[src/rhps_pkg.sv]
// ----------------------------------------------------------------------------
// rhps_pkg
// Shared types, constants and the sequencer microcode for the ramp/hold
// profile setpoint block.
// ----------------------------------------------------------------------------
package rhps_pkg;

  // field widths
  localparam int KIND_W   = 2;
  localparam int LEN_W    = 16;
  localparam int TEMP_W   = 13;
  localparam int TIME_W   = 20;
  localparam int PLEN_W   = 19;
  localparam int CNT_W    = 4;
  localparam int SLOT_W   = 3;
  localparam int ELAPSE_W = 20;
  localparam int MUL_W    = TEMP_W + LEN_W;
  localparam int DIV_W    = MUL_W + 1;
  localparam int DCNT_W   = $clog2(DIV_W);
  localparam int PC_W     = 3;

  // default table depth
  localparam int MAX_SEGMENTS_DEF = 8;

  // constants of the profile
  localparam logic [TEMP_W-1:0] START_TEMP     = TEMP_W'(320);
  localparam logic [PLEN_W-1:0] DEFAULT_LENGTH = PLEN_W'(300);

  // command codes
  typedef enum logic {
    CMD_LOAD  = 1'b0,
    CMD_QUERY = 1'b1
  } cmd_t;

  // segment kinds; the unused code behaves as hold
  typedef enum logic [KIND_W-1:0] {
    KIND_RAMP = 2'd0,
    KIND_HOLD = 2'd1,
    KIND_STEP = 2'd2,
    KIND_RSVD = 2'd3
  } kind_t;

  // input transaction
  typedef struct packed {
    cmd_t                command;
    logic [SLOT_W-1:0]   segment_slot;
    logic [KIND_W-1:0]   segment_kind;
    logic [LEN_W-1:0]    segment_length;
    logic [TEMP_W-1:0]   segment_goal;
    logic [TIME_W-1:0]   query_time;
  } item_t;

  // output transaction
  typedef struct packed {
    logic [TEMP_W-1:0] setpoint;
    logic [PLEN_W-1:0] profile_length;
  } result_t;

  // one table entry
  typedef struct packed {
    kind_t              kind;
    logic [LEN_W-1:0]   length;
    logic [TEMP_W-1:0]  goal;
  } seg_entry_t;

  localparam int ENTRY_W = $bits(seg_entry_t);

  // datapath operations
  typedef enum logic [2:0] {
    OP_IDLE,
    OP_INIT,
    OP_FETCH,
    OP_EVAL,
    OP_SETTLE,
    OP_MUL,
    OP_DIV,
    OP_ADJUST
  } op_t;

  // jump conditions
  typedef enum logic [2:0] {
    JMP_NEXT,
    JMP_ALWAYS,
    JMP_WALK_DONE,
    JMP_NO_DIV,
    JMP_DIV_MORE,
    JMP_END
  } jmp_t;

  typedef logic [PC_W-1:0] pc_t;

  typedef struct packed {
    op_t  op;
    jmp_t jmp;
    pc_t  target;
  } ctrl_word_t;

  // datapath flags seen by the sequencer
  typedef struct packed {
    logic walk_done;
    logic need_div;
    logic div_more;
  } status_t;

  // step addresses
  localparam pc_t STEP_INIT   = PC_W'(0);
  localparam pc_t STEP_FETCH  = PC_W'(1);
  localparam pc_t STEP_EVAL   = PC_W'(2);
  localparam pc_t STEP_SETTLE = PC_W'(3);
  localparam pc_t STEP_MUL    = PC_W'(4);
  localparam pc_t STEP_DIV    = PC_W'(5);
  localparam pc_t STEP_ADJUST = PC_W'(6);
  localparam pc_t STEP_EMIT   = PC_W'(7);

  localparam ctrl_word_t CTRL_IDLE = '{op: OP_IDLE, jmp: JMP_NEXT, target: STEP_INIT};

  // microcode program
  function automatic ctrl_word_t microcode(input pc_t pc);
    ctrl_word_t w;
    w = CTRL_IDLE;
    case (pc)
      STEP_INIT:   w = '{op: OP_INIT,   jmp: JMP_NEXT,      target: STEP_INIT};
      STEP_FETCH:  w = '{op: OP_FETCH,  jmp: JMP_WALK_DONE, target: STEP_SETTLE};
      STEP_EVAL:   w = '{op: OP_EVAL,   jmp: JMP_ALWAYS,    target: STEP_FETCH};
      STEP_SETTLE: w = '{op: OP_SETTLE, jmp: JMP_NO_DIV,    target: STEP_EMIT};
      STEP_MUL:    w = '{op: OP_MUL,    jmp: JMP_NEXT,      target: STEP_INIT};
      STEP_DIV:    w = '{op: OP_DIV,    jmp: JMP_DIV_MORE,  target: STEP_DIV};
      STEP_ADJUST: w = '{op: OP_ADJUST, jmp: JMP_NEXT,      target: STEP_INIT};
      STEP_EMIT:   w = '{op: OP_IDLE,   jmp: JMP_END,       target: STEP_INIT};
      default:     w = CTRL_IDLE;
    endcase
    return w;
  endfunction

endpackage

[src/rhps_ram.sv]
// ----------------------------------------------------------------------------
// rhps_ram
// Generic single write port, single read port RAM with registered read.
// ----------------------------------------------------------------------------
module rhps_ram #(
  parameter int WIDTH = 8,
  parameter int DEPTH = 8,
  parameter int AW    = (DEPTH > 1) ? $clog2(DEPTH) : 1
) (
  input  logic             clk,
  input  logic             we,
  input  logic [AW-1:0]    waddr,
  input  logic [WIDTH-1:0] wdata,
  input  logic [AW-1:0]    raddr,
  output logic [WIDTH-1:0] rdata
);

  logic [WIDTH-1:0] mem [DEPTH];

  // write port and registered read port
  always_ff @(posedge clk) begin
    if (we) begin
      mem[waddr] <= wdata;
    end
    rdata <= mem[raddr];
  end

endmodule

[src/rhps_seq.sv]
// ----------------------------------------------------------------------------
// rhps_seq
// Microcode sequencer: step counter, control ROM and conditional jumps.
// ----------------------------------------------------------------------------
module rhps_seq
  import rhps_pkg::*;
(
  input  logic       clk,
  input  logic       rst,
  input  logic       go,
  input  status_t    stat,
  output ctrl_word_t ctrl,
  output logic       emit,
  output logic       busy
);

  logic       running;
  pc_t        pc;
  ctrl_word_t word;
  logic       take;

  // control word lookup
  assign word = microcode(pc);
  assign ctrl = running ? word : CTRL_IDLE;
  assign emit = running && (word.jmp == JMP_END);
  assign busy = running;

  // jump condition select
  always_comb begin
    case (word.jmp)
      JMP_NEXT:      take = 1'b0;
      JMP_ALWAYS:    take = 1'b1;
      JMP_WALK_DONE: take = stat.walk_done;
      JMP_NO_DIV:    take = !stat.need_div;
      JMP_DIV_MORE:  take = stat.div_more;
      JMP_END:       take = 1'b1;
      default:       take = 1'b0;
    endcase
  end

  // step counter
  always_ff @(posedge clk) begin
    if (rst) begin
      running <= 1'b0;
      pc      <= STEP_INIT;
    end else if (go) begin
      running <= 1'b1;
      pc      <= STEP_INIT;
    end else if (running) begin
      if (word.jmp == JMP_END) begin
        running <= 1'b0;
      end
      pc <= take ? word.target : pc + PC_W'(1);
    end
  end

  // a transaction ends only through the last program step
  a_end_by_emit: assert property (@(posedge clk) disable iff (rst)
    $fell(running) |-> $past(pc == STEP_EMIT))
    else $error("sequencer stopped outside the emit step");

endmodule

[src/rhps_dp.sv]
// ----------------------------------------------------------------------------
// rhps_dp
// Datapath: segment walk registers, ramp multiplier and restoring divider.
// ----------------------------------------------------------------------------
module rhps_dp
  import rhps_pkg::*;
#(
  parameter int MAX_SEGMENTS = MAX_SEGMENTS_DEF,
  parameter int AW           = (MAX_SEGMENTS > 1) ? $clog2(MAX_SEGMENTS) : 1
) (
  input  logic              clk,
  input  logic              rst,
  input  logic              go,
  input  logic [TIME_W-1:0] query_time,
  input  logic [CNT_W-1:0]  active,
  input  ctrl_word_t        ctrl,
  input  logic              emit,
  input  seg_entry_t        entry,
  output logic [AW-1:0]     raddr,
  output status_t           stat,
  output logic              done,
  output result_t           result
);

  logic [TIME_W-1:0]   t;
  logic [CNT_W-1:0]    idx;
  logic [ELAPSE_W-1:0] elapsed;
  logic [TEMP_W-1:0]   cur;
  logic                found;
  logic                need_div;
  logic [TEMP_W-1:0]   setpoint;
  logic [TEMP_W-1:0]   ramp_start;
  logic                ramp_down;
  logic [TEMP_W-1:0]   ramp_diff;
  logic [LEN_W-1:0]    ramp_u;
  logic [LEN_W-1:0]    div_len;
  logic [DIV_W-1:0]    dvd;
  logic [LEN_W-1:0]    rem;
  logic [DCNT_W-1:0]   div_cnt;

  logic [ELAPSE_W:0]   seg_end;
  logic                hit;
  logic [ELAPSE_W-1:0] into_seg;
  logic [MUL_W-1:0]    product;
  logic [LEN_W:0]      rem_sh;
  logic                rem_ge;

  // table read address follows the walk index
  assign raddr = AW'(idx);

  // status to the sequencer
  assign stat.walk_done = (idx == active);
  assign stat.need_div  = need_div;
  assign stat.div_more  = (div_cnt != '0);

  // boundary test for the entry being evaluated
  assign seg_end  = {1'b0, elapsed} + (ELAPSE_W + 1)'(entry.length);
  assign hit      = !found && ((ELAPSE_W + 1)'(t) <= seg_end);
  assign into_seg = ELAPSE_W'(t) - elapsed;

  // ramp product
  assign product = MUL_W'(ramp_diff) * MUL_W'(ramp_u);

  // one restoring divide step
  assign rem_sh = {rem, dvd[DIV_W-1]};
  assign rem_ge = (rem_sh >= {1'b0, div_len});

  // control registers
  always_ff @(posedge clk) begin
    if (rst) begin
      done     <= 1'b0;
      found    <= 1'b0;
      need_div <= 1'b0;
      idx      <= '0;
      div_cnt  <= '0;
    end else begin
      done <= emit;
      case (ctrl.op)
        OP_INIT: begin
          found    <= 1'b0;
          need_div <= 1'b0;
          idx      <= '0;
        end
        OP_EVAL: begin
          idx <= idx + CNT_W'(1);
          if (hit) begin
            found <= 1'b1;
            if (entry.kind == KIND_RAMP && entry.length != '0) begin
              need_div <= 1'b1;
            end
          end
        end
        OP_MUL: begin
          div_cnt <= DCNT_W'(DIV_W - 1);
        end
        OP_DIV: begin
          div_cnt <= div_cnt - DCNT_W'(1);
        end
        default: begin
        end
      endcase
    end
  end

  // payload registers
  always_ff @(posedge clk) begin
    if (go) begin
      t <= query_time;
    end
    case (ctrl.op)
      OP_INIT: begin
        elapsed <= '0;
        cur     <= START_TEMP;
      end
      OP_EVAL: begin
        elapsed <= elapsed + ELAPSE_W'(entry.length);
        cur     <= entry.goal;
        if (hit) begin
          setpoint   <= entry.goal;
          ramp_start <= cur;
          ramp_down  <= (entry.goal < cur);
          ramp_diff  <= (entry.goal < cur) ? cur - entry.goal : entry.goal - cur;
          ramp_u     <= into_seg[LEN_W-1:0];
          div_len    <= entry.length;
        end
      end
      OP_SETTLE: begin
        if (!found) begin
          setpoint <= cur;
        end
      end
      OP_MUL: begin
        // a falling ramp divides with ceiling so the value truncates down
        dvd <= DIV_W'(product) + (ramp_down ? DIV_W'(div_len - LEN_W'(1)) : '0);
        rem <= '0;
      end
      OP_DIV: begin
        rem <= rem_ge ? LEN_W'(rem_sh - {1'b0, div_len}) : rem_sh[LEN_W-1:0];
        dvd <= {dvd[DIV_W-2:0], rem_ge};
      end
      OP_ADJUST: begin
        setpoint <= ramp_down ? ramp_start - dvd[TEMP_W-1:0]
                              : ramp_start + dvd[TEMP_W-1:0];
      end
      default: begin
      end
    endcase
  end

  // result register
  always_ff @(posedge clk) begin
    if (emit) begin
      result.setpoint       <= setpoint;
      result.profile_length <= (elapsed == '0) ? DEFAULT_LENGTH : elapsed[PLEN_W-1:0];
    end
  end

  // an entry is only evaluated while the walk is inside the table
  a_eval_in_range: assert property (@(posedge clk) disable iff (rst)
    (ctrl.op == OP_EVAL) |-> (idx < active))
    else $error("segment evaluated past the active count");

  // the ramp quotient fits in the temperature width
  a_quot_fits: assert property (@(posedge clk) disable iff (rst)
    (ctrl.op == OP_ADJUST) |-> (dvd[DIV_W-1:TEMP_W] == '0))
    else $error("ramp quotient out of range");

  // a result strobe lasts one cycle
  a_done_pulse: assert property (@(posedge clk) disable iff (rst)
    done |=> !done)
    else $error("result strobe held for more than one cycle");

endmodule

[src/ramp_hold_profile_setpoint.sv]
// ----------------------------------------------------------------------------
// ramp_hold_profile_setpoint
// Temperature profile setpoint generator over a table of ramp, hold and
// step segments.
// ----------------------------------------------------------------------------
// A load transaction (command 0) writes one segment into the table and
// never raises busy; it gives no result. A query transaction (command 1)
// raises busy while a microcoded sequencer walks the active segments,
// with a table read and a compare for each segment, then returns the
// setpoint and profile length on result with a one-cycle done strobe.
// When a query lands inside a ramp of nonzero length, a bit-serial
// divider runs one quotient bit per cycle over 30 bits before the
// result is emitted. The receiver cannot stall: done and result are
// valid for one cycle only. segments_in_use may be written only while
// busy is low.
// ----------------------------------------------------------------------------
module ramp_hold_profile_setpoint
  import rhps_pkg::*;
#(
  parameter int MAX_SEGMENTS = MAX_SEGMENTS_DEF
) (
  input  logic             clk,
  input  logic             rst,
  input  logic             start,
  input  item_t            item,
  output logic             busy,
  input  logic             config_write,
  input  logic [CNT_W-1:0] config_data,
  output logic             done,
  output result_t          result
);

  localparam int AW = (MAX_SEGMENTS > 1) ? $clog2(MAX_SEGMENTS) : 1;

  logic [CNT_W-1:0] segments_in_use;
  logic [CNT_W-1:0] active;
  logic             accept;
  logic             go;
  logic             load_we;
  seg_entry_t       load_entry;
  seg_entry_t       entry;
  logic [AW-1:0]    raddr;
  ctrl_word_t       ctrl;
  status_t          stat;
  logic             emit;

  // configuration register
  always_ff @(posedge clk) begin
    if (rst) begin
      segments_in_use <= '0;
    end else if (config_write) begin
      segments_in_use <= config_data;
    end
  end

  // active count saturates at the table depth
  assign active = (int'(segments_in_use) > MAX_SEGMENTS) ? CNT_W'(MAX_SEGMENTS)
                                                         : segments_in_use;

  // transaction decode
  assign accept  = start && !busy;
  assign go      = accept && (item.command == CMD_QUERY);
  assign load_we = accept && (item.command == CMD_LOAD)
                   && (int'(item.segment_slot) < MAX_SEGMENTS);

  assign load_entry.kind   = kind_t'(item.segment_kind);
  assign load_entry.length = item.segment_length;
  assign load_entry.goal   = item.segment_goal;

  // segment table
  rhps_ram #(
    .WIDTH (ENTRY_W),
    .DEPTH (MAX_SEGMENTS),
    .AW    (AW)
  ) u_table (
    .clk   (clk),
    .we    (load_we),
    .waddr (AW'(item.segment_slot)),
    .wdata (load_entry),
    .raddr (raddr),
    .rdata (entry)
  );

  // sequencer
  rhps_seq u_seq (
    .clk  (clk),
    .rst  (rst),
    .go   (go),
    .stat (stat),
    .ctrl (ctrl),
    .emit (emit),
    .busy (busy)
  );

  // datapath
  rhps_dp #(
    .MAX_SEGMENTS (MAX_SEGMENTS),
    .AW           (AW)
  ) u_dp (
    .clk        (clk),
    .rst        (rst),
    .go         (go),
    .query_time (item.query_time),
    .active     (active),
    .ctrl       (ctrl),
    .emit       (emit),
    .entry      (entry),
    .raddr      (raddr),
    .stat       (stat),
    .done       (done),
    .result     (result)
  );

endmodule

[config.mk]
export PLATFORM = sky130hd
export DESIGN_NAME = ramp_hold_profile_setpoint
export DESIGN_NICKNAME = d
export VERILOG_FILES = /design/src/rhps_pkg.sv /design/src/rhps_ram.sv /design/src/rhps_seq.sv /design/src/rhps_dp.sv /design/src/ramp_hold_profile_setpoint.sv
export SDC_FILE = /design/constraint.sdc
export NUM_CORES = 1
export LEC_CHECK = 0
export BUFFER_PORTS_ARGS = -buffer_cell sky130_fd_sc_hd__buf_2
export CAP_MARGIN = 10
export CELL_PAD_IN_SITES_DETAIL_PLACEMENT = 1
export CELL_PAD_IN_SITES_GLOBAL_PLACEMENT = 2
export CORE_MARGIN = 5
export CORE_UTILIZATION = 49
export CTS_BUF_LIST = sky130_fd_sc_hd__clkbuf_8
export CTS_CLUSTER_DIAMETER = 60
export DETAILED_ROUTE_END_ITERATION = 16
export HOLD_SLACK_MARGIN = 0.12
export MAX_ROUTING_LAYER = met4
export PLACE_DENSITY_LB_ADDON = 0.1
export SETUP_SLACK_MARGIN = 0.1
export SYNTH_ARGS = -nofsm -noshare
export SYNTH_HDL_FRONTEND = slang
export SYNTH_SLANG_ARGS = --single-unit
[constraint.sdc]
create_clock -name clk -period 12.36 [get_ports clk]
set_input_delay 0.618 -clock clk [delete_from_list [all_inputs] [get_ports clk]]
set_output_delay 0.618 -clock clk [all_outputs]
set_load 0.02 [all_outputs]
* Word-level counts from Yosys, hierarchy flattened
Memory sizes are Yosys's and may differ from the RTL's. A register that Yosys moved wholly into a read port is not among the register bits. Cells that the tools add are included.
Storage, ports and cells: register bits after elaboration 223, ROM bits 72, memories kept 2, memory bits (writable) 248, input bits 63
Memories:
- u_table.mem | depth 8, bits a word 31, read ports 1, clocked after Yosys merged registers in 1, wr ports 1, RTL line rhps_ram.sv:18 | logic [WIDTH-1:0] mem [DEPTH];
- (no name shown) | depth 8, bits a word 9, read ports 1, clocked after Yosys merged registers in 1, wr ports 0, RTL line rhps_pkg.sv:121 | case (pc)
Cells by class: reductions and logical operators 22, bitwise logic cells 1, muxes and demuxes 29, add/subtract/negate cells 13, equal/unequal tests 15, $mul 1, magnitude comparators 4
Operators with widths (number):
- one-hot mux 30 bit (2 select lines) | 1
- two-way mux 13 bit | 4
- one-hot mux 20 bit (2 select lines) | 1
- one-hot mux 13 bit (3 select lines) | 1
- subtractor 13 bit | 3
- one-hot mux 16 bit (2 select lines) | 1
- subtractor 16 bit | 2
- adder 29 x 30 -> 30 bit | 1
- two-way mux 30 bit | 1
- multiplier 13 x 16 -> 29 bit | 1
- one-hot mux 13 bit (2 select lines) | 1
- adder 20 x 16 -> 21 bit | 1
- less-or-equal comparator 20 x 21 -> 1 bit | 1
- adder 20 x 16 -> 20 bit | 1
- zero test 20 bit | 1
- equality test 3 bit (second input constant) | 6
- greater-or-equal comparator 17 x 16 -> 1 bit | 1
- subtractor 16 x 1 -> 17 bit (second input constant) | 1
- two-way mux 16 bit | 1
- nonzero test 16 bit | 1
- adder 13 bit | 1
- < comparator 13 bit | 1
- one-hot mux 5 bit (2 select lines) | 1
- equality test 3 x 2 -> 1 bit (second input constant) | 3
- other kinds (25) | 48

* Longest topological paths before layout
Gate-level depths: netlist of run 1.
word-level depth 7, depth in mapped cells 23, gate-level depth less buffers 22

* Hierarchy
Synthesis of run 1 repeated with hierarchy kept, for this count alone.
Second synthesis, totals: cells, all modules 2607, area, all modules 31602.8 um^2
By module, submodules not included:
- rhps_dp | sequential area each 6336.1 um^2, times used 1, cells each 2120, area an instance 20599.8 um^2
- rhps_ram | sequential area each 8067.7 um^2, times used 1, cells each 402, area an instance 10221.1 um^2
- rhps_seq | sequential area each 240.2 um^2, times used 1, cells each 66, area an instance 596.8 um^2
- ramp_hold_profile_setpoint | sequential area each 80.1 um^2, times used 1, cells each 19, area an instance 185.2 um^2

* Least setup slack after synthesis of run 1
Ideal clock, no wire load.
kind reg2reg, start register u_dp.ramp_diff[3], end register u_dp.dvd[28], data pin, setup slack 6.078 ns, required time 12.096 ns, data arrival time 6.018 ns, cell stages (with the launch flop) 23, path buffers 2, path through edfxtp_1 clkbuf_1 and2_1 fa_1 inv_1 fa_1 inv_1 fa_1 fa_1 fa_1 inv_1 fa_1 inv_1 ha_1 clkbuf_1 and4_1 nand2_1 nor4_1 or4_4 a211o_1 a41oi_2 xor2_1 o21ai_1
On the way: word-level cells in the longest chain between the ends 3
Ends and longest elaborated chain:
- from (decl) | RTL line rhps_dp.sv:34 | logic [TEMP_W-1:0] ramp_diff;
- from (signal assigned) | RTL line rhps_dp.sv:122 | ramp_diff <= (entry.goal < cur) ? cur - entry.goal : entry.goal - cur;
- multiplier 13 x 16 -> 29 bit | RTL line rhps_dp.sv:62 | assign product = MUL_W'(ramp_diff) * MUL_W'(ramp_u);
- adder 29 x 30 -> 30 bit | RTL line rhps_dp.sv:134 | dvd <= DIV_W'(product) + (ramp_down ? DIV_W'(div_len - LEN_W'(1)) : '0);
- one-hot mux 30 bit (2 select lines) | RTL line rhps_dp.sv:110 | case (ctrl.op)
- to (signal assigned) | RTL line rhps_dp.sv:134
- to (signal assigned) | RTL line rhps_dp.sv:139 | dvd <= {dvd[DIV_W-2:0], rem_ge};
- to (decl) | RTL line rhps_dp.sv:37 | logic [DIV_W-1:0] dvd;
Every way passes these cells. A chain may end at the register's enable or synchronous reset.

* Worst setup path in the final report of run 1
start register u_dp.ramp_diff[6], end register u_dp.dvd[28], data pin
Same word-level chain as after synthesis.

==> results.py, run 1 <==
metrics = {
    "pwr": {
        "power_leakage_nw": 14.15,
        "vdd_ir_drop_max_uv": 131.7,
        "powerDensity_nw_per_um2": 122.3,
        "report.power.total_mw": 4.223,
    },
    "clock_network": {
        "clock_latency_ns": 0.72,
        "cts_buffer_depth": 3,
        "cts.reportedPaths.clkPinSlew_ns": 0.06,
        "cts-hold-fix-buffers": 25,
        "ctsResizeCount": 0,
        "clock_sinks": 510,
        "clock_tree_from_tritoncts": "done",
        "postCtsSetupRepairBufs": 0,
        "clock-root-buffer": "clkbuf_8",
        "cts_made_buffers": 87,
        "htree_num_levels": 3,
    },
    "die": {
        "floorplan.initialDensity_pct": 49.47,
        "core-area_um2": 63080,
        "boundaryPins": 97,
        "die_height_um": 262.4,
        "design.die.area_um2": 68830,
        "rows": 92,
        "dieWidth_um": 262.4,
    },
    "placement": {
        "hpwl_um": 58200,
        "placed_cells": 3472,
        "dpl_worst_slack_ns": 5.635,
        "gp_congestion": 0.8763,
        "port-buffer-count": 96,
        "post_dp_cell_area_um2": 32590,
    },
    "global_routing": {
        "grt_pass1_wl_um": 124400,
        "first_global_vias": 22184,
        "globalRouteOverflowTotal": 0,
        "grt_max_degree": 69,
        "overall_fraction_of_global_route_tracks_in_use_pct": 23.40,
        "antenna_found_initial": 3,
    },
    "yosys": {
        "ys.flop_type": "edfxtp_1",
        "yosys_warnings": 0,
        "synth_edf_count": 451,
        "syn_nets": 3048,
        "mappedNetlistArea_um2": 31200,
        "synthCells": 2603,
        "synth-seq-cells": 510,
        "synth_seq_area_share_pct": 47.19,
        "async_reset_ff_share_pct": 0,
        "yosys.cell_types.count": 74,
        "synth_area_per_cell_um2": 11.99,
    },
    "final_layout": {
        "layout.filler_cells": 6590,
        "finish.cell_count_without_fillers": 3655,
        "multi_input_area_um2": 14880,
        "regArea_um2": 14730,
        "final_core_utilization_pct": 54.76,
        "postLayoutCellArea_um2": 34540,
        "layout-area-overhead-vs-synth_pct": 10.70,
        "drive_gt1_share_pct": 13.00,
        "nNetsFinal": 3186,
    },
    "run_status": {
        "status": "complete, no violations",
    },
    "critical_path": {
        "arrival_ns": 7.15,
        "timing.critical_path.from_type": "register",
        "critPathRequiredTime_ns": 12.77,
        "crit_path_max_fanout": 16,
        "worstSetupPathType": "register to register",
        "setup.worst_path.end_class": "register",
        "rr_worst_depth": 19,
    },
    "routing": {
        "drt-initial-drc-count": 1090,
        "drt_wl_total_um": 78570,
        "route.detailed.wl_per_inst_um": 21.50,
        "routed-via-count": 19939,
        "drt.antenna.violating_nets": 0,
        "firstDrtPassIters": 5,
        "detail_route.drc_violations": 0,
        "route.detailed.vias_per_inst": 5.455,
    },
    "job": {
        "cap_violations": 0,
    },
    "timing": {
        "tightestPinTransition_ns": 1.112,
        "fin_setup_tns_ns": 0,
        "maxSlewViolCount": 0,
        "final.min_clock_period_ns": 6.742,
        "fmax_mhz": 148.3,
        "clock-skew-final_ns": 0.05611,
        "hold_violations": 0,
        "finalSetupViolCount": 0,
        "postLayoutSetupSlackWorst_ns": 5.618,
        "grt_setup_unrepaired": "no",
        "holdWs_ns": 0.1757,
        "layout_worst_path_cycle_share_pct": 54.55,
        "slew-limit-headroom_pct": 25.87,
    },
    "hold_path": {
        "whs_path_depth": 3,
        "hold_path_class": "input pin to register",
    },
}
registers in the layout, summed over array words and instances, names as in the netlist, 13 cells and up:
register         flops
u_dp.setpoint       13
u_dp.ramp_u         16
u_dp.rem            16
u_dp.result         32
u_table.mem        248
u_dp.ramp_diff      13
u_dp.ramp_start     13
u_dp.div_len        16
u_dp.cur            13
u_dp.t              20
u_dp.elapsed        20
u_table.rdata       31
u_dp.dvd            30
cell usage after synthesis (10+ instances only):
library cell    n  area, um^2
or2_2          11       68.82
nand2b_1       25       156.4
nor2b_1        20       125.1
mux2_2         34       382.9
nor3_1         51       255.2
a22oi_1        13       97.59
or3_1          25       156.4
nand3_1        34       170.2
a211oi_1       19       142.6
nand2_1       220       825.8
nor4_1         18       112.6
edfxtp_1      451       13540
and2_1        111       694.4
mux4_2         62        1396
inv_1         341        1280
a21oi_1       100       500.5
mux2i_1        28       280.3
nor2_1        136       510.5
nand4_1        16       100.1
clkbuf_1       77       289.0
a21o_1         30       225.2
o21a_1         20       150.1
ha_1          196        2452
xnor2_1        68       595.6
fa_1          186        3724
xor2_1         36       315.3
dfxtp_1        59        1181
o21ai_0        73       365.4
o31ai_1        10       75.07
kinds of logic (layout without fill, tap and decap cells):
| group | after synthesis | after routing | share of synthesized area, % |
|---|---|---|---|
| AO/OA/AOI/OAI | 343 | 343 | 7.081 |
| XOR/XNOR | 104 | 104 | 2.919 |
| adder cells (fa/ha/maj) | 382 | 382 | 19.79 |
| buffers and inverters | 436 | 640 | 5.285 |
| flip-flops | 510 | 510 | 47.19 |
| multiplexers | 125 | 125 | 6.648 |
| other | 0 | 2 | 0 |
| AND/OR/NAND/NOR | 703 | 703 | 11.09 |
metal layers:
layer  global-route usage [%]  wire length (um)
met5                        -                 0
met4                    6.303              2065
met3                    3.211              2612
met2                    39.81             39690
met1                    29.83             34200
final cells by class:
cell class | instances | share of cell area, %
diodes | 2 | 0.01449
clock buffers | 88 | 3.506
clock inverters | 67 | 1.373
inverters | 342 | 3.716
multi-input cells | 1657 | 43.08
flip-flops and latches | 510 | 42.64
well taps | 846 | 3.064
repair buffers | 143 | 2.604
final timing paths:
check | startpoint | endpoint | slack (ns)
worst max register to register | u_dp.ramp_diff[6] | u_dp.dvd[28] | 5.62
worst max-delay path | u_dp.ramp_diff[6] | u_dp.dvd[28] | 5.62
worst min-delay path | config_data[1] | segments_in_use[1] | 0.18
worst min register to register | u_dp.setpoint[5] | u_dp.result[24] | 0.41
power by group:
part	switching, mW	internal [mW]	total (mW)
sequential	0.0279	1.93	1.95
combinational	0.463	0.312	0.775
clock	0.730	0.765	1.49
placed cells by master (no fill, tap or decap), types with 11 or more instances in the layout:
cell type	netlist	final
a21o_1	30	30
nor2_1	136	130
mux4_2	62	62
nor3_1	51	49
and2_1	111	110
buf_4	1	21
nand2_1	220	218
inv_1	341	368
o21ai_0	73	73
clkbuf_8	0	88
a22oi_1	13	13
a211oi_1	19	19
dfxtp_1	59	57
clkinv_2	0	11
fa_1	186	186
nand3_1	34	34
or2_2	11	11
xor2_1	36	36
edfxtp_1	451	451
or3_1	25	25
nor2b_1	20	20
ha_1	196	196
o21a_1	20	20
mux2_2	34	34
dlygate4sd3_1	0	25
xnor2_1	68	68
nand4_1	16	16
a21oi_1	100	100
mux2i_1	28	28
nor4_1	18	18
buf_2	7	96
clkinv_1	0	17
nand2b_1	25	25
worst max-delay path: stages (launching register included):
cell	delay (ns)
edfxtp_1	0.76
nand2_1	0.19
fa_1	0.55
fa_1	0.52
inv_1	0.05
fa_1	0.47
fa_1	0.54
fa_1	0.55
inv_1	0.07
fa_1	0.54
inv_1	0.04
ha_1	0.38
and4_1	0.26
nand2_1	0.08
nor4_1	0.07
or4_4	0.58
a211o_1	0.34
a41oi_2	0.21
xor2_1	0.18
o21ai_1	0.07
Note: power is estimated with default switching activity, not from simulation.
==> inputs of run 2 (changes only) <==
--- a/config.mk
+++ b/config.mk
@@ -5,12 +5,13 @@
 export SDC_FILE = /design/constraint.sdc
 export NUM_CORES = 1
 export LEC_CHECK = 0
+export ABC_AREA = 1
 export BUFFER_PORTS_ARGS = -buffer_cell sky130_fd_sc_hd__buf_2
 export CAP_MARGIN = 10
 export CELL_PAD_IN_SITES_DETAIL_PLACEMENT = 1
 export CELL_PAD_IN_SITES_GLOBAL_PLACEMENT = 2
 export CORE_MARGIN = 5
-export CORE_UTILIZATION = 49
+export CORE_UTILIZATION = 42
 export CTS_BUF_LIST = sky130_fd_sc_hd__clkbuf_8
 export CTS_CLUSTER_DIAMETER = 60
 export DETAILED_ROUTE_END_ITERATION = 16
==> constraint.sdc (replaced) <==
create_clock -name clk -period 6.5 [get_ports clk]
set_input_delay 0.325 -clock clk [delete_from_list [all_inputs] [get_ports clk]]
set_output_delay 0.325 -clock clk [all_outputs]
set_load 0.02 [all_outputs]
==> results.py, run 2 <==
metrics = {
    "pwr": {
        "report.power.total_mw": 8.532,
        "power_leakage_nw": 16.18,
        "powerDensity_nw_per_um2": 234.7,
        "vdd_ir_drop_max_uv": 200.0,
    },
    "hold_path": {
        "whs_path_depth": 4,
        "min_to": "u_seq.pc[1]",
        "hold_path_class": "input pin to register",
        "hold_path.startpoint": "start",
    },
    "critical_path": {
        "arrival_ns": 6.52,
        "setup.worst_path.end_class": "register",
        "critical_path.reg2reg.startpoint": "u_dp.ramp_diff[4]",
        "crit_path_max_fanout": 14,
        "timing.critical_path.from_type": "register",
        "critPathRequiredTime_ns": 6.88,
        "critical_path.reg2reg.endpoint": "u_dp.dvd[18]",
        "rr_worst_depth": 20,
        "worstSetupPathType": "register to register",
        "r2r_setup_slk_ns": 0.36,
    },
    "yosys": {
        "synth-seq-cells": 510,
        "ys.flop_type": "edfxtp_1",
        "synth_edf_count": 451,
        "synthMuxAreaShare_pct": 0.03159,
        "synthDominantCellAreaShare_pct": 42.75,
        "synth_area_leader": "edfxtp_1",
        "yosys.cell_types.count": 59,
        "synth_seq_area_share_pct": 46.48,
        "post_synth_xor_area_fraction_pct": 2.626,
        "synth-adder-area-share_pct": 19.49,
        "synth.most_common_cell": "nand2_1",
        "synth_common_cells": "nand2_1, inv_1, edfxtp_1",
        "synth_compound_gate_area_share_pct": 9.305,
        "syn_nets": 3732,
        "synth_area_per_cell_um2": 9.638,
        "synth_top_family_by_area": "adder cells",
        "ys_top_cells_by_area": "edfxtp_1, fa_1, ha_1",
        "async_reset_ff_share_pct": 0,
        "mappedNetlistArea_um2": 31680,
        "synthCells": 3287,
        "post_synth_and_or_nand_nor_area_fraction_pct": 13.89,
        "yosys_warnings": 0,
    },
    "global_routing": {
        "first_global_vias": 25723,
        "antenna_found_initial": 5,
        "grt_max_degree": 67,
        "globalRouteOverflowTotal": 0,
        "overall_fraction_of_global_route_tracks_in_use_pct": 23.07,
        "grt_pass1_wl_um": 143500,
    },
    "timing": {
        "layout_worst_path_cycle_share_pct": 94.48,
        "tightestPinTransition_ns": 1.020,
        "maxSlewViolCount": 0,
        "holdWs_ns": 0.2761,
        "slew-limit-headroom_pct": 32.01,
        "fmax_mhz": 162.8,
        "fin_setup_tns_ns": 0,
        "clock-skew-final_ns": 0.06340,
        "hold_violations": 0,
        "final.min_clock_period_ns": 6.141,
        "grt_setup_unrepaired": "yes",
        "finalSetupViolCount": 0,
    },
    "placement": {
        "hpwl_um": 68000,
        "port-buffer-count": 96,
        "post_dp_cell_area_um2": 33340,
        "gp_congestion": 0.8897,
    },
    "clock_network": {
        "clock_sinks": 510,
        "cts_buffer_depth": 3,
        "cts.reportedPaths.clkPinSlew_ns": 0.06,
        "clock_tree_from_tritoncts": "done",
        "cts_made_buffers": 92,
        "htree_num_levels": 3,
        "clock-root-buffer": "clkbuf_8",
        "clock_latency_ns": 0.71,
    },
    "final_layout": {
        "final_common_cell": "inv_1",
        "postLayoutCellArea_um2": 36350,
        "biggestRegsByFlops": "u_table.mem (248), u_dp.result (32), u_table.rdata (31)",
        "multi_input_area_um2": 14520,
        "nNetsFinal": 3952,
        "layout-area-overhead-vs-synth_pct": 14.74,
        "layout.cells.most_common_list": "inv_1, nand2_1, edfxtp_1, nor2_1, o21ai_0",
        "layout.filler_cells": 8386,
        "drive_gt1_share_pct": 10.73,
        "largest_register_ff_count": 248,
        "regArea_um2": 14730,
        "top_register": "u_table.mem",
    },
    "routing": {
        "firstDrtPassIters": 5,
        "drt_wl_total_um": 91830,
        "route.detailed.vias_per_inst": 5.144,
        "detail_route.drc_violations": 0,
        "drt-initial-drc-count": 1053,
        "drt.antenna.violating_nets": 0,
        "routed-via-count": 23462,
        "route.detailed.wl_per_inst_um": 20.13,
    },
    "die": {
        "core-area_um2": 74570,
        "rows": 100,
        "design.die.area_um2": 81030,
        "boundaryPins": 97,
        "floorplan.initialDensity_pct": 42.48,
        "die_height_um": 284.7,
        "dieWidth_um": 284.7,
    },
    "job": {
        "cap_violations": 0,
    },
    "run_status": {
        "status": "complete, no violations",
    },
}
-- run 2: cell types whose count changed in the layout (fill, tap and decap cells not counted), sizes merged, moves of 41 or more --
cell / previous run / this run
a21oi: 100 / 141
and2: 112 / 2
buf: 118 / 185
dlygate4sd3: 25 / 66
inv: 375 / 585
mux4: 62 / 0
nand2: 220 / 557
nor2: 136 / 404
o21ai: 78 / 239
-- run 2: cells by family after synthesis --
logic type,Yosys count
fa+ha+maj,382
buf+inv,679
xor+xnor,95
simple gates,1099
flops,510
compound gates,521
mux,1
-- run 2: metrics by stage --
step / setup WS (ns) / utilization, % / instances
floorplan: 0.6813 / - / 3287
global placement: 0.08937 / 44.71 / 4278
detailed placement: 0.04327 / 44.71 / 4278
CTS: 0.05322 / 48.30 / 4525
global route: 0.07815 / 48.75 / 4560
finish: 0.3585 / 48.75 / 4561
-- run 2: metal layers --
metal / vias up / GRT usage [%] / routed length [um]
met1: 11755 / 28.67 / 40150
li1: 11199 / - / -
met3: 153 / 3.205 / 3004
met5: - / - / 0
met2: 355 / 39.58 / 46070
met4: 0 / 6.694 / 2602
-- run 2: final cells by class --
type | instances | share of cell area [%]
Antenna cell | 5 | 0.03442
Clock buffer | 105 | 3.975
Clock inverter | 69 | 1.373
Inverter | 554 | 5.727
Multi-Input combinational cell | 2098 | 39.94
Sequential cell | 510 | 40.52
Tap cell | 969 | 3.335
Timing Repair Buffer | 251 | 5.101
-- run 2: critical path, cell delays in order (launching register included) --
cell      delay (ns)
edfxtp_1        0.65
buf_4           0.21
nand2_1         0.07
fa_1            0.47
fa_1            0.51
fa_1            0.50
inv_1           0.06
fa_1            0.52
fa_1            0.55
inv_1           0.05
fa_1            0.53
inv_1           0.04
ha_1            0.34
a21oi_1         0.19
o21ai_0         0.13
o21bai_1        0.21
a21oi_1         0.13
inv_1           0.10
a21oi_2         0.23
xor2_2          0.23
o21ai_0         0.10
-- run 2: power breakdown --
group / internal (mW) / total [mW] / switching [mW] / leakage (nW)
Combinational: 0.604 / 1.66 / 1.06 / 10.5
Sequential: 3.66 / 3.70 / 0.0410 / 4.54
Clock: 1.71 / 3.17 / 1.46 / 1.10
Total: 5.98 / 8.53 / 2.55 / 16.2
-- run 2: repair_timing --
action / in CTS / in global routing
gates resized for setup: 1 / 17
hold endpoints to repair: 281 / 0
hold buffers: 66 / 0
setup endpoints to repair: 3 / 9
gates cloned: 0 / 0
pin swaps: 1 / 6
buffers inserted: 7 / 30
-- run 2: worst max-delay path by stage --
stage	from	end	slack, ns	cells after the start
finish	u_dp.ramp_diff[4]	u_dp.dvd[18]	0.36	20
detailed placement	u_dp.ramp_u[8]	u_dp.dvd[17]	0.04	21
CTS	u_dp.ramp_diff[2]	u_dp.dvd[18]	0.05	21
floorplan	u_dp.ramp_diff[12]	u_dp.dvd[25]	0.68	24
global route	u_dp.ramp_diff[3]	u_dp.dvd[18]	0.08	25
global placement	u_dp.ramp_diff[3]	u_dp.dvd[19]	0.09	22
